## src/bbfe_pkg.sv

```systemverilog
package bbfe_pkg;

  // table geometry
  localparam int MAX_ENTRIES = 32;
  localparam int IDX_W       = $clog2(MAX_ENTRIES);
  localparam int CNT_W       = $clog2(MAX_ENTRIES + 1);
  localparam int SUM_W       = CNT_W + 1;

  // payload widths
  localparam int ID_W    = 32;
  localparam int DIM_W   = 16;
  localparam int COST_W  = 35;
  localparam int BYTES_W = 48;

  // configuration port
  localparam int PADDR_W = 4;
  localparam int PDATA_W = 64;
  localparam logic [BYTES_W-1:0] BUDGET_RST = BYTES_W'(268435456);

  // register index, taken from paddr above the 8-byte slot
  typedef enum logic [PADDR_W-4:0] {
    REG_BUDGET = 1'b0
  } reg_idx_e;

  typedef enum logic {
    ACT_ADMIT   = 1'b0,
    ACT_RELEASE = 1'b1
  } action_e;

  typedef enum logic [1:0] {
    KIND_EVICT   = 2'd0,
    KIND_ADMIT   = 2'd1,
    KIND_RELEASE = 2'd2
  } kind_e;

  // read address selection for the table memory
  typedef enum logic [1:0] {
    RD_HEAD      = 2'd0,
    RD_HEAD_NEXT = 2'd1,
    RD_IDX_NEXT  = 2'd2
  } rd_sel_e;

  typedef struct packed {
    logic [ID_W-1:0]   id;
    logic [COST_W-1:0] size;
  } entry_t;

  // commands from the sequencer to the datapath
  typedef struct packed {
    logic    cap_in;
    logic    cost_ld;
    logic    evict;
    logic    admit_out;
    logic    scan_next;
    logic    found;
    logic    shift_step;
    logic    shift_done;
    logic    rel_out;
    rd_sel_e rd_sel;
  } ctrl_cmd_t;

  // status from the datapath to the sequencer
  typedef struct packed {
    logic in_release;
    logic out_free;
    logic need_evict;
    logic scan_end;
    logic id_match;
  } dp_status_t;

  // physical slot of a logical offset from the oldest entry (ring wrap)
  function automatic logic [IDX_W-1:0] wrap_add(logic [IDX_W-1:0] base,
                                                logic [CNT_W-1:0] off);
    logic [SUM_W-1:0] s;
    s = SUM_W'(base) + SUM_W'(off);
    if (s >= SUM_W'(MAX_ENTRIES)) begin
      s = s - SUM_W'(MAX_ENTRIES);
    end
    return s[IDX_W-1:0];
  endfunction

endpackage

```

## src/byte_budget_fifo_eviction_top.sv

```systemverilog
// admit: the request is captured, its cost loaded, then the oldest entry is
//   evicted while over budget or full, one result each, before the admit result
// release: a search from the oldest entry, then compaction of the younger entries
//   (search then compaction share one pass over the table memory)
// one request in flight at a time; a stalled output holds the sequencer
// reset: table empty, byte total zero, budget 2^28; table memory not cleared
module byte_budget_fifo_eviction_top import bbfe_pkg::*; (
  input  logic               clk_i,
  input  logic               rst_ni,
  // request channel
  input  logic               in_valid_i,
  output logic               in_stall_o,
  input  logic               action_i,
  input  logic [ID_W-1:0]    entry_id_i,
  input  logic [DIM_W-1:0]   width_i,
  input  logic [DIM_W-1:0]   height_i,
  // result channel
  output logic               out_valid_o,
  input  logic               out_stall_i,
  output logic [1:0]         kind_o,
  output logic [ID_W-1:0]    result_id_o,
  output logic               accepted_o,
  output logic [BYTES_W-1:0] total_bytes_o,
  output logic               last_o,
  // configuration
  input  logic               psel,
  input  logic               penable,
  input  logic               pwrite,
  input  logic [PADDR_W-1:0] paddr,
  input  logic [PDATA_W-1:0] pwdata,
  output logic [PDATA_W-1:0] prdata,
  output logic               pready
);

  logic [BYTES_W-1:0] budget;
  ctrl_cmd_t          cmd;
  dp_status_t         st;

  bbfe_csr u_csr (
    .clk_i    (clk_i),
    .rst_ni   (rst_ni),
    .psel     (psel),
    .penable  (penable),
    .pwrite   (pwrite),
    .paddr    (paddr),
    .pwdata   (pwdata),
    .prdata   (prdata),
    .pready   (pready),
    .budget_o (budget)
  );

  bbfe_ctrl u_ctrl (
    .clk_i      (clk_i),
    .rst_ni     (rst_ni),
    .in_valid_i (in_valid_i),
    .in_stall_o (in_stall_o),
    .st_i       (st),
    .cmd_o      (cmd)
  );

  bbfe_dp u_dp (
    .clk_i         (clk_i),
    .rst_ni        (rst_ni),
    .action_i      (action_i),
    .entry_id_i    (entry_id_i),
    .width_i       (width_i),
    .height_i      (height_i),
    .budget_i      (budget),
    .cmd_i         (cmd),
    .st_o          (st),
    .out_valid_o   (out_valid_o),
    .out_stall_i   (out_stall_i),
    .kind_o        (kind_o),
    .result_id_o   (result_id_o),
    .accepted_o    (accepted_o),
    .total_bytes_o (total_bytes_o),
    .last_o        (last_o)
  );

endmodule

```

## src/bbfe_csr.sv

```systemverilog
module bbfe_csr import bbfe_pkg::*; (
  input  logic               clk_i,
  input  logic               rst_ni,
  input  logic               psel,
  input  logic               penable,
  input  logic               pwrite,
  input  logic [PADDR_W-1:0] paddr,
  input  logic [PDATA_W-1:0] pwdata,
  output logic [PDATA_W-1:0] prdata,
  output logic               pready,
  output logic [BYTES_W-1:0] budget_o
);

  logic [BYTES_W-1:0] budget_q, budget_d;
  reg_idx_e           reg_idx;
  logic               wr_en;

  assign pready  = 1'b1;
  assign reg_idx = reg_idx_e'(paddr[PADDR_W-1:3]);
  assign wr_en   = psel && penable && pwrite && pready;

  // budget register write
  always_comb begin
    budget_d = budget_q;
    if (wr_en && reg_idx == REG_BUDGET) begin
      budget_d = pwdata[BYTES_W-1:0];
    end
  end

  always_ff @(posedge clk_i or negedge rst_ni) begin
    if (!rst_ni) begin
      budget_q <= BUDGET_RST;
    end else begin
      budget_q <= budget_d;
    end
  end

  // read back
  always_comb begin
    case (reg_idx)
      REG_BUDGET: prdata = PDATA_W'(budget_q);
      default:    prdata = '0;
    endcase
  end

  assign budget_o = budget_q;

endmodule

```

## src/bbfe_dp.sv

```systemverilog
module bbfe_dp import bbfe_pkg::*; (
  input  logic               clk_i,
  input  logic               rst_ni,
  input  logic               action_i,
  input  logic [ID_W-1:0]    entry_id_i,
  input  logic [DIM_W-1:0]   width_i,
  input  logic [DIM_W-1:0]   height_i,
  input  logic [BYTES_W-1:0] budget_i,
  input  ctrl_cmd_t          cmd_i,
  output dp_status_t         st_o,
  output logic               out_valid_o,
  input  logic               out_stall_i,
  output logic [1:0]         kind_o,
  output logic [ID_W-1:0]    result_id_o,
  output logic               accepted_o,
  output logic [BYTES_W-1:0] total_bytes_o,
  output logic               last_o
);

  // captured request
  logic [ID_W-1:0]    id_q;
  logic [DIM_W-1:0]   w_q, h_q;
  logic [COST_W-1:0]  cost_q;

  // table state
  logic [IDX_W-1:0]   head_q, head_d;
  logic [CNT_W-1:0]   count_q, count_d;
  logic [BYTES_W-1:0] bytes_q, bytes_d;
  logic [CNT_W-1:0]   idx_q, idx_d;
  logic               found_q, found_d;

  // table memory
  entry_t             mem [MAX_ENTRIES];
  entry_t             rd_data_q, wr_data;
  logic [IDX_W-1:0]   rd_addr, wr_addr;
  logic               wr_en;

  // result register
  logic               out_valid_q, out_valid_d;
  kind_e              out_kind_q, out_kind_d;
  logic [ID_W-1:0]    out_id_q, out_id_d;
  logic               out_acc_q, out_acc_d;
  logic [BYTES_W-1:0] out_total_q;
  logic               out_last_q, out_last_d;

  logic [BYTES_W:0]   sum_ext;
  logic               over;
  logic               emit;
  logic [2*DIM_W-1:0] area;

  // budget and table-full check for the pending admit
  assign sum_ext = (BYTES_W+1)'(bytes_q) + (BYTES_W+1)'(cost_q);
  assign over    = (sum_ext > (BYTES_W+1)'(budget_i)) ||
                   (count_q >= CNT_W'(MAX_ENTRIES));
  assign area    = w_q * h_q;
  assign emit    = cmd_i.evict || cmd_i.admit_out || cmd_i.rel_out;

  // status
  assign st_o.in_release = (action_e'(action_i) == ACT_RELEASE);
  assign st_o.out_free   = !out_valid_q || !out_stall_i;
  assign st_o.need_evict = (count_q != '0) && over;
  assign st_o.scan_end   = (idx_q >= count_q);
  assign st_o.id_match   = (rd_data_q.id == id_q);

  // read address
  always_comb begin
    case (cmd_i.rd_sel)
      RD_HEAD:      rd_addr = head_q;
      RD_HEAD_NEXT: rd_addr = wrap_add(head_q, CNT_W'(1));
      RD_IDX_NEXT:  rd_addr = wrap_add(head_q, idx_q + CNT_W'(1));
      default:      rd_addr = head_q;
    endcase
  end

  // table bookkeeping and memory writes
  always_comb begin
    head_d     = head_q;
    count_d    = count_q;
    bytes_d    = bytes_q;
    idx_d      = idx_q;
    found_d    = found_q;
    wr_en      = 1'b0;
    wr_addr    = wrap_add(head_q, count_q);
    wr_data    = rd_data_q;
    out_kind_d = out_kind_q;
    out_id_d   = out_id_q;
    out_acc_d  = 1'b0;
    out_last_d = 1'b1;
    if (cmd_i.cap_in) begin
      idx_d   = '0;
      found_d = 1'b0;
    end
    // pop the oldest entry
    if (cmd_i.evict) begin
      head_d     = wrap_add(head_q, CNT_W'(1));
      count_d    = count_q - CNT_W'(1);
      bytes_d    = bytes_q - BYTES_W'(rd_data_q.size);
      out_kind_d = KIND_EVICT;
      out_id_d   = rd_data_q.id;
      out_last_d = 1'b0;
    end
    // admit outcome, push at the young end when it fits
    if (cmd_i.admit_out) begin
      out_kind_d = KIND_ADMIT;
      out_id_d   = id_q;
      out_acc_d  = !over;
      if (!over) begin
        wr_en        = 1'b1;
        wr_data.id   = id_q;
        wr_data.size = cost_q;
        count_d      = count_q + CNT_W'(1);
        bytes_d      = sum_ext[BYTES_W-1:0];
      end
    end
    // release search
    if (cmd_i.scan_next) begin
      idx_d = idx_q + CNT_W'(1);
    end
    if (cmd_i.found) begin
      idx_d   = idx_q + CNT_W'(1);
      found_d = 1'b1;
      bytes_d = bytes_q - BYTES_W'(rd_data_q.size);
    end
    // close the gap one slot per cycle
    if (cmd_i.shift_step) begin
      wr_en   = 1'b1;
      wr_addr = wrap_add(head_q, idx_q - CNT_W'(1));
      idx_d   = idx_q + CNT_W'(1);
    end
    if (cmd_i.shift_done) begin
      count_d = count_q - CNT_W'(1);
    end
    if (cmd_i.rel_out) begin
      out_kind_d = KIND_RELEASE;
      out_id_d   = id_q;
      out_acc_d  = found_q;
    end
  end

  // result valid
  always_comb begin
    if (emit) begin
      out_valid_d = 1'b1;
    end else if (out_stall_i) begin
      out_valid_d = out_valid_q;
    end else begin
      out_valid_d = 1'b0;
    end
  end

  // control registers
  always_ff @(posedge clk_i or negedge rst_ni) begin
    if (!rst_ni) begin
      head_q      <= '0;
      count_q     <= '0;
      bytes_q     <= '0;
      idx_q       <= '0;
      found_q     <= 1'b0;
      out_valid_q <= 1'b0;
    end else begin
      head_q      <= head_d;
      count_q     <= count_d;
      bytes_q     <= bytes_d;
      idx_q       <= idx_d;
      found_q     <= found_d;
      out_valid_q <= out_valid_d;
    end
  end

  // payload registers
  always_ff @(posedge clk_i) begin
    if (cmd_i.cap_in) begin
      id_q <= entry_id_i;
      w_q  <= width_i;
      h_q  <= height_i;
    end
    if (cmd_i.cost_ld) begin
      cost_q <= COST_W'({area, 2'b00});
    end
    if (emit) begin
      out_kind_q  <= out_kind_d;
      out_id_q    <= out_id_d;
      out_acc_q   <= out_acc_d;
      out_total_q <= bytes_d;
      out_last_q  <= out_last_d;
    end
  end

  // table memory, registered read
  always_ff @(posedge clk_i) begin
    if (wr_en) begin
      mem[wr_addr] <= wr_data;
    end
    rd_data_q <= mem[rd_addr];
  end

  assign out_valid_o   = out_valid_q;
  assign kind_o        = out_kind_q;
  assign result_id_o   = out_id_q;
  assign accepted_o    = out_acc_q;
  assign total_bytes_o = out_total_q;
  assign last_o        = out_last_q;

  // resident count stays within the table
  assert property (@(posedge clk_i) disable iff (!rst_ni)
    count_q <= CNT_W'(MAX_ENTRIES))
    else $error("resident count above table size");

  // a result is only loaded when the output register can take it
  assert property (@(posedge clk_i) disable iff (!rst_ni)
    emit |-> (!out_valid_q || !out_stall_i))
    else $error("result overwrites a pending result");

  // eviction only from a non-empty table
  assert property (@(posedge clk_i) disable iff (!rst_ni)
    cmd_i.evict |-> (count_q != '0))
    else $error("eviction from empty table");

  // end of compaction drops exactly one entry
  assert property (@(posedge clk_i) disable iff (!rst_ni)
    cmd_i.shift_done |=> (count_q == $past(count_q) - CNT_W'(1)))
    else $error("compaction did not remove one entry");

endmodule

```

## src/bbfe_ctrl.sv

```systemverilog
module bbfe_ctrl import bbfe_pkg::*; (
  input  logic       clk_i,
  input  logic       rst_ni,
  input  logic       in_valid_i,
  output logic       in_stall_o,
  input  dp_status_t st_i,
  output ctrl_cmd_t  cmd_o
);

  typedef enum logic [5:0] {
    S_IDLE    = 6'b000001,
    S_COST    = 6'b000010,
    S_CHECK   = 6'b000100,
    S_SEARCH  = 6'b001000,
    S_SHIFT   = 6'b010000,
    S_REL_OUT = 6'b100000
  } state_e;

  state_e state_q, state_d;

  assign in_stall_o = (state_q != S_IDLE);

  // sequencer
  always_comb begin
    state_d      = state_q;
    cmd_o        = '0;
    cmd_o.rd_sel = RD_HEAD;
    case (state_q)
      S_IDLE: begin
        if (in_valid_i) begin
          cmd_o.cap_in = 1'b1;
          state_d      = st_i.in_release ? S_SEARCH : S_COST;
        end
      end
      S_COST: begin
        cmd_o.cost_ld = 1'b1;
        state_d       = S_CHECK;
      end
      // evict oldest while over budget or full, then report the admit
      S_CHECK: begin
        if (st_i.out_free) begin
          if (st_i.need_evict) begin
            cmd_o.evict  = 1'b1;
            cmd_o.rd_sel = RD_HEAD_NEXT;
          end else begin
            cmd_o.admit_out = 1'b1;
            state_d         = S_IDLE;
          end
        end
      end
      // walk from the oldest entry looking for the id
      S_SEARCH: begin
        cmd_o.rd_sel = RD_IDX_NEXT;
        if (st_i.scan_end) begin
          state_d = S_REL_OUT;
        end else if (st_i.id_match) begin
          cmd_o.found = 1'b1;
          state_d     = S_SHIFT;
        end else begin
          cmd_o.scan_next = 1'b1;
        end
      end
      // move younger entries down over the removed slot
      S_SHIFT: begin
        cmd_o.rd_sel = RD_IDX_NEXT;
        if (st_i.scan_end) begin
          cmd_o.shift_done = 1'b1;
          state_d          = S_REL_OUT;
        end else begin
          cmd_o.shift_step = 1'b1;
        end
      end
      S_REL_OUT: begin
        if (st_i.out_free) begin
          cmd_o.rel_out = 1'b1;
          state_d       = S_IDLE;
        end
      end
      default: begin
        state_d = S_IDLE;
      end
    endcase
  end

  always_ff @(posedge clk_i or negedge rst_ni) begin
    if (!rst_ni) begin
      state_q <= S_IDLE;
    end else begin
      state_q <= state_d;
    end
  end

  // a request is only taken in idle
  assert property (@(posedge clk_i) disable iff (!rst_ni)
    (cmd_o.cap_in) |-> (state_q == S_IDLE && in_valid_i))
    else $error("request captured outside idle");

  // a cost load is followed by the budget check, where evictions and the admit outcome are issued
  assert property (@(posedge clk_i) disable iff (!rst_ni)
    (cmd_o.cost_ld) |=> (state_q == S_CHECK))
    else $error("cost load not followed by budget check");

  // state register stays one-hot
  assert property (@(posedge clk_i) disable iff (!rst_ni)
    $onehot(state_q))
    else $error("state register not one-hot");

endmodule
```

## config.mk

```make
export PLATFORM = sky130hd
export DESIGN_NAME = byte_budget_fifo_eviction_top
export DESIGN_NICKNAME = d
export VERILOG_FILES = /design/src/bbfe_pkg.sv /design/src/byte_budget_fifo_eviction_top.sv /design/src/bbfe_csr.sv /design/src/bbfe_dp.sv /design/src/bbfe_ctrl.sv
export SDC_FILE = /design/constraint.sdc
export NUM_CORES = 2
export LEC_CHECK = 0
export BUFFER_PORTS_ARGS = -buffer_cell sky130_fd_sc_hd__clkbuf_2
export CAP_MARGIN = 20
export CORE_UTILIZATION = 40
export DETAILED_ROUTE_END_ITERATION = 10
export GPL_ROUTABILITY_DRIVEN = 0
export PLACE_DENSITY = 0.63
export SLEW_MARGIN = 20
export SYNTH_ARGS = -nofsm -noshare
export SYNTH_HDL_FRONTEND = slang
export SYNTH_SLANG_ARGS = --single-unit
```

## constraint.sdc

```tcl
create_clock -name clk_i -period 10.59 [get_ports clk_i]
set_input_delay 1.059 -clock clk_i [delete_from_list [all_inputs] [get_ports clk_i]]
set_output_delay 1.059 -clock clk_i [all_outputs]
set_load 0.01 [all_outputs]
```

==> reports/results.ini <==
[floorplanning]
die_height_um = 525
pin_count = 291
initial_core_util_pct = 40.3
dieArea_um2 = 276000
core_area_um2 = 272000
fp.dieW_um = 525
std_cell_rows = 191

[yosys]
synth_edf_count = 2324
synth_flop_cell = edfxtp_1
yosysTopAreaCellShare_pct = 63.7
synthCells = 6748
synth.distinct_cells = 86
synth_warnings = 0
synth_area_leaders = edfxtp_1 64%, mux4_2 11%, fa_1 3.6%, nand2_1 3.5%, ha_1 2.8%
ys_ff_latch = 2512
async_flop_share_pct = 4.82
syn_area_um2 = 110000
synth_top_cell_by_area = edfxtp_1
synth.avg_cell_area_um2 = 16.2
seq_area_frac_synth_pct = 67.7

[sta]
timing.final.ws_setup_ns = 0.835
fin_skew_ns = 0.108
hold_violations = 0
drv_slew = 0
setup_viol = 0
setup_tns_ns = 0
fin_crit_sh_pct = 92.1
fin_hold_ws_ns = 0.285
worstMarginPinSlew_ns = 1.14
fin_crit_ns = 9.75
maxSlewHeadroom_pct = 24.2
rsz0062_at_grt = no
max_freq_mhz = 103

[worst_hold_path]
hold_class = primary input to register
min_from = entry_id_i[2]

[layout]
syn_to_final_growth_pct = 13.8
nFillCells = 23000
nets = 7675
drive_above_1_share_pct = 20.3

[critical_path]
crit_top_cell = o21ai_0
crit_path_max_incr_delay_ns = 0.74
critPathCaptureType = register
cp_max_fo = 16
crit_arrival_ns = 10.46
critical_path_class = register to register
reg2reg_from = u_dp.cost_q[2]
cpMaxStageDelayCell = nor4_1
crit_required_ns = 11.30
worstSetupStartpoint = u_dp.cost_q[2]
startpoint_type = register

[place]
dp_hpwl_um = 163000
dp_slack_ns = 0.936
io_buffer_count = 254

[clock_tree]
clock-sinks = 2512
clkLatencyLatePin_ns = 0.94
cts_resized = 0
path_clk_slew_ns = 0.07
ctsHoldBuffers = 0
numCtsBuffers = 245
cts_tree = yes
root_buffer = clkbuf_16
cts_max_path_buffers = 4
ctsHtreeMaxLevel = 4
cts_setup_buffers = 0

[global_routing]
antenna_found_initial = 3
track_usage_pct = 20.0
grt_pass1_vias = 62200
grt_max_degree = 135
grt_pass1_wl_um = 412000
grt_overflow_total = 0

[drt]
routedWlPerCell_um = 25.7
dr.pass1.iters = 5
via_per_inst = 5.63
first_iter_violations = 6909
drt_wl_total_um = 280000
drc = 0
ant_nets = 0
route.vias.total = 61200

[status]
status = completed

[flow_run]
max_cap_viol_count = 0

-- logic make-up after synthesis --
family / count (synthesis) / share of synthesized area (%)
buffers and inverters: 686 / 2.48
and+or+nand+nor: 1641 / 6.47
DFF: 2512 / 67.7
xor gates and xnor gates: 164 / 1.31
other: 2 / 0.00685
AOI/OAI and AO/OA: 683 / 3.82
adders and majority gates: 439 / 6.37
muxes: 621 / 11.9
-- Yosys cell counts (all sizes together), types with 4 or more instances --
library cell     n
nor2b           22
a31oi           11
and3            18
or3b             5
fa             198
xor2            79
and2           101
dfrtp          119
a211oi          15
o21a            21
mux2            83
or3              9
o211ai          82
nand2b          18
dfxtp           67
buf            120
a21boi           4
o22ai           36
xnor2           85
nand3          179
clkbuf         220
o221ai           7
nand2         1031
inv            345
a221o            4
o21ai          240
nor2           163
a22oi            4
a21oi          160
edfxtp        2324
nor4            17
nand3b           4
a221oi           4
nor3            30
and4             4
o41ai            4
or2             10
a21o            44
mux4           536
o31ai            7
nand4           20
or4              4
o21bai          13
ha             241
-- cell type report --
type | instances | area [µm²] | area share, %
sequential | 2512 | 74200 | 59.5
antenna | 2 | 5.00 | 0.00401
clock buffer | 335 | 6780 | 5.44
inverter | 346 | 1300 | 1.04
multi-input combinational | 3565 | 33400 | 26.8
tap | 3570 | 4470 | 3.58
clock inverter | 115 | 1140 | 0.917
timing repair buffer | 426 | 3400 | 2.73
-- cell usage in the layout, fill, tap and decap left out, types with 20 or more instances in the layout --
master     instances
nor2_4            34
and2_1           101
dfxtp_1           67
o21ai_0          199
clkbuf_8          27
inv_1            343
edfxtp_1        2324
clkbuf_16        247
dfrtp_1          119
nor2_1           127
nand2_1         1030
o21ai_4           24
nand3_1          179
xor2_1            79
ha_1             241
clkinv_1          28
xnor2_1           85
o21a_1            21
nand4_1           20
a21o_1            43
nor3_1            28
clkinv_2          44
clkbuf_2         253
o22ai_1           35
nor2b_1           22
buf_4            105
fa_1             198
mux2_1            30
buf_12            64
a21oi_1          157
clkbuf_1          61
o211ai_1          81
mux4_2           536
mux2_2            53
-- critical path, delay by kind of cell, from the launching register on --
| family | cells | cell delay (ns) |
|---|---|---|
| flip-flops | 1 | 0.44 |
| adder cells (fa/ha/maj) | 4 | 1.50 |
| XOR/XNOR | 1 | 0.14 |
| AO/OA/AOI/OAI | 17 | 4.99 |
| multiplexers | 1 | 0.52 |
| buffers and inverters | 2 | 0.46 |
| AND/OR/NAND/NOR | 6 | 1.49 |
-- path summary, 6_finish.rpt --
kind | slack (ns) | cells past startpoint | end
worst max-delay path | 0.84 | 31 | u_dp.rd_data_q[62]
worst min-delay path | 0.29 | 1 | u_dp.id_q[2]
worst max register to register | 0.84 | 31 | u_dp.rd_data_q[62]
worst min register to register | 0.50 | 1 | u_csr.budget_o[3]
max in group asynchronous | 8.92 | 2 | u_dp.idx_q[3]
min in group asynchronous | 0.32 | 1 | u_csr.budget_o[2]
-- flip-flops by register name (all words and copies together), names as in the netlist, 16 cells and up --
register            count
u_dp.id_q              32
u_dp.mem             2144
u_dp.h_q               16
u_dp.result_id_o       32
u_dp.w_q               16
u_dp.rd_data_q         67
u_dp.total_bytes_o     48
u_dp.bytes_q           48
u_dp.cost_q            32
u_csr.budget_o         48
-- per-layer routing --
layer  GRT usage (%)  share of wire, %
met1            28.6                42
met3            3.36               8.7
met4            5.69               2.9
met2            31.7                46
met5               0                 0
-- stage by stage --
stage               cells  util (%)  area (µm²)
floorplan            6763         -      110000
global placement    10400      42.9      116000
detailed placement  10400      42.9      117000
CTS                 10900      45.8      124000
global route        10900      45.9      125000
finish              10900      45.9      125000
Power is not shown: default switching activity piles up to over one toggle a cycle in this logic, so the estimate is an artifact.
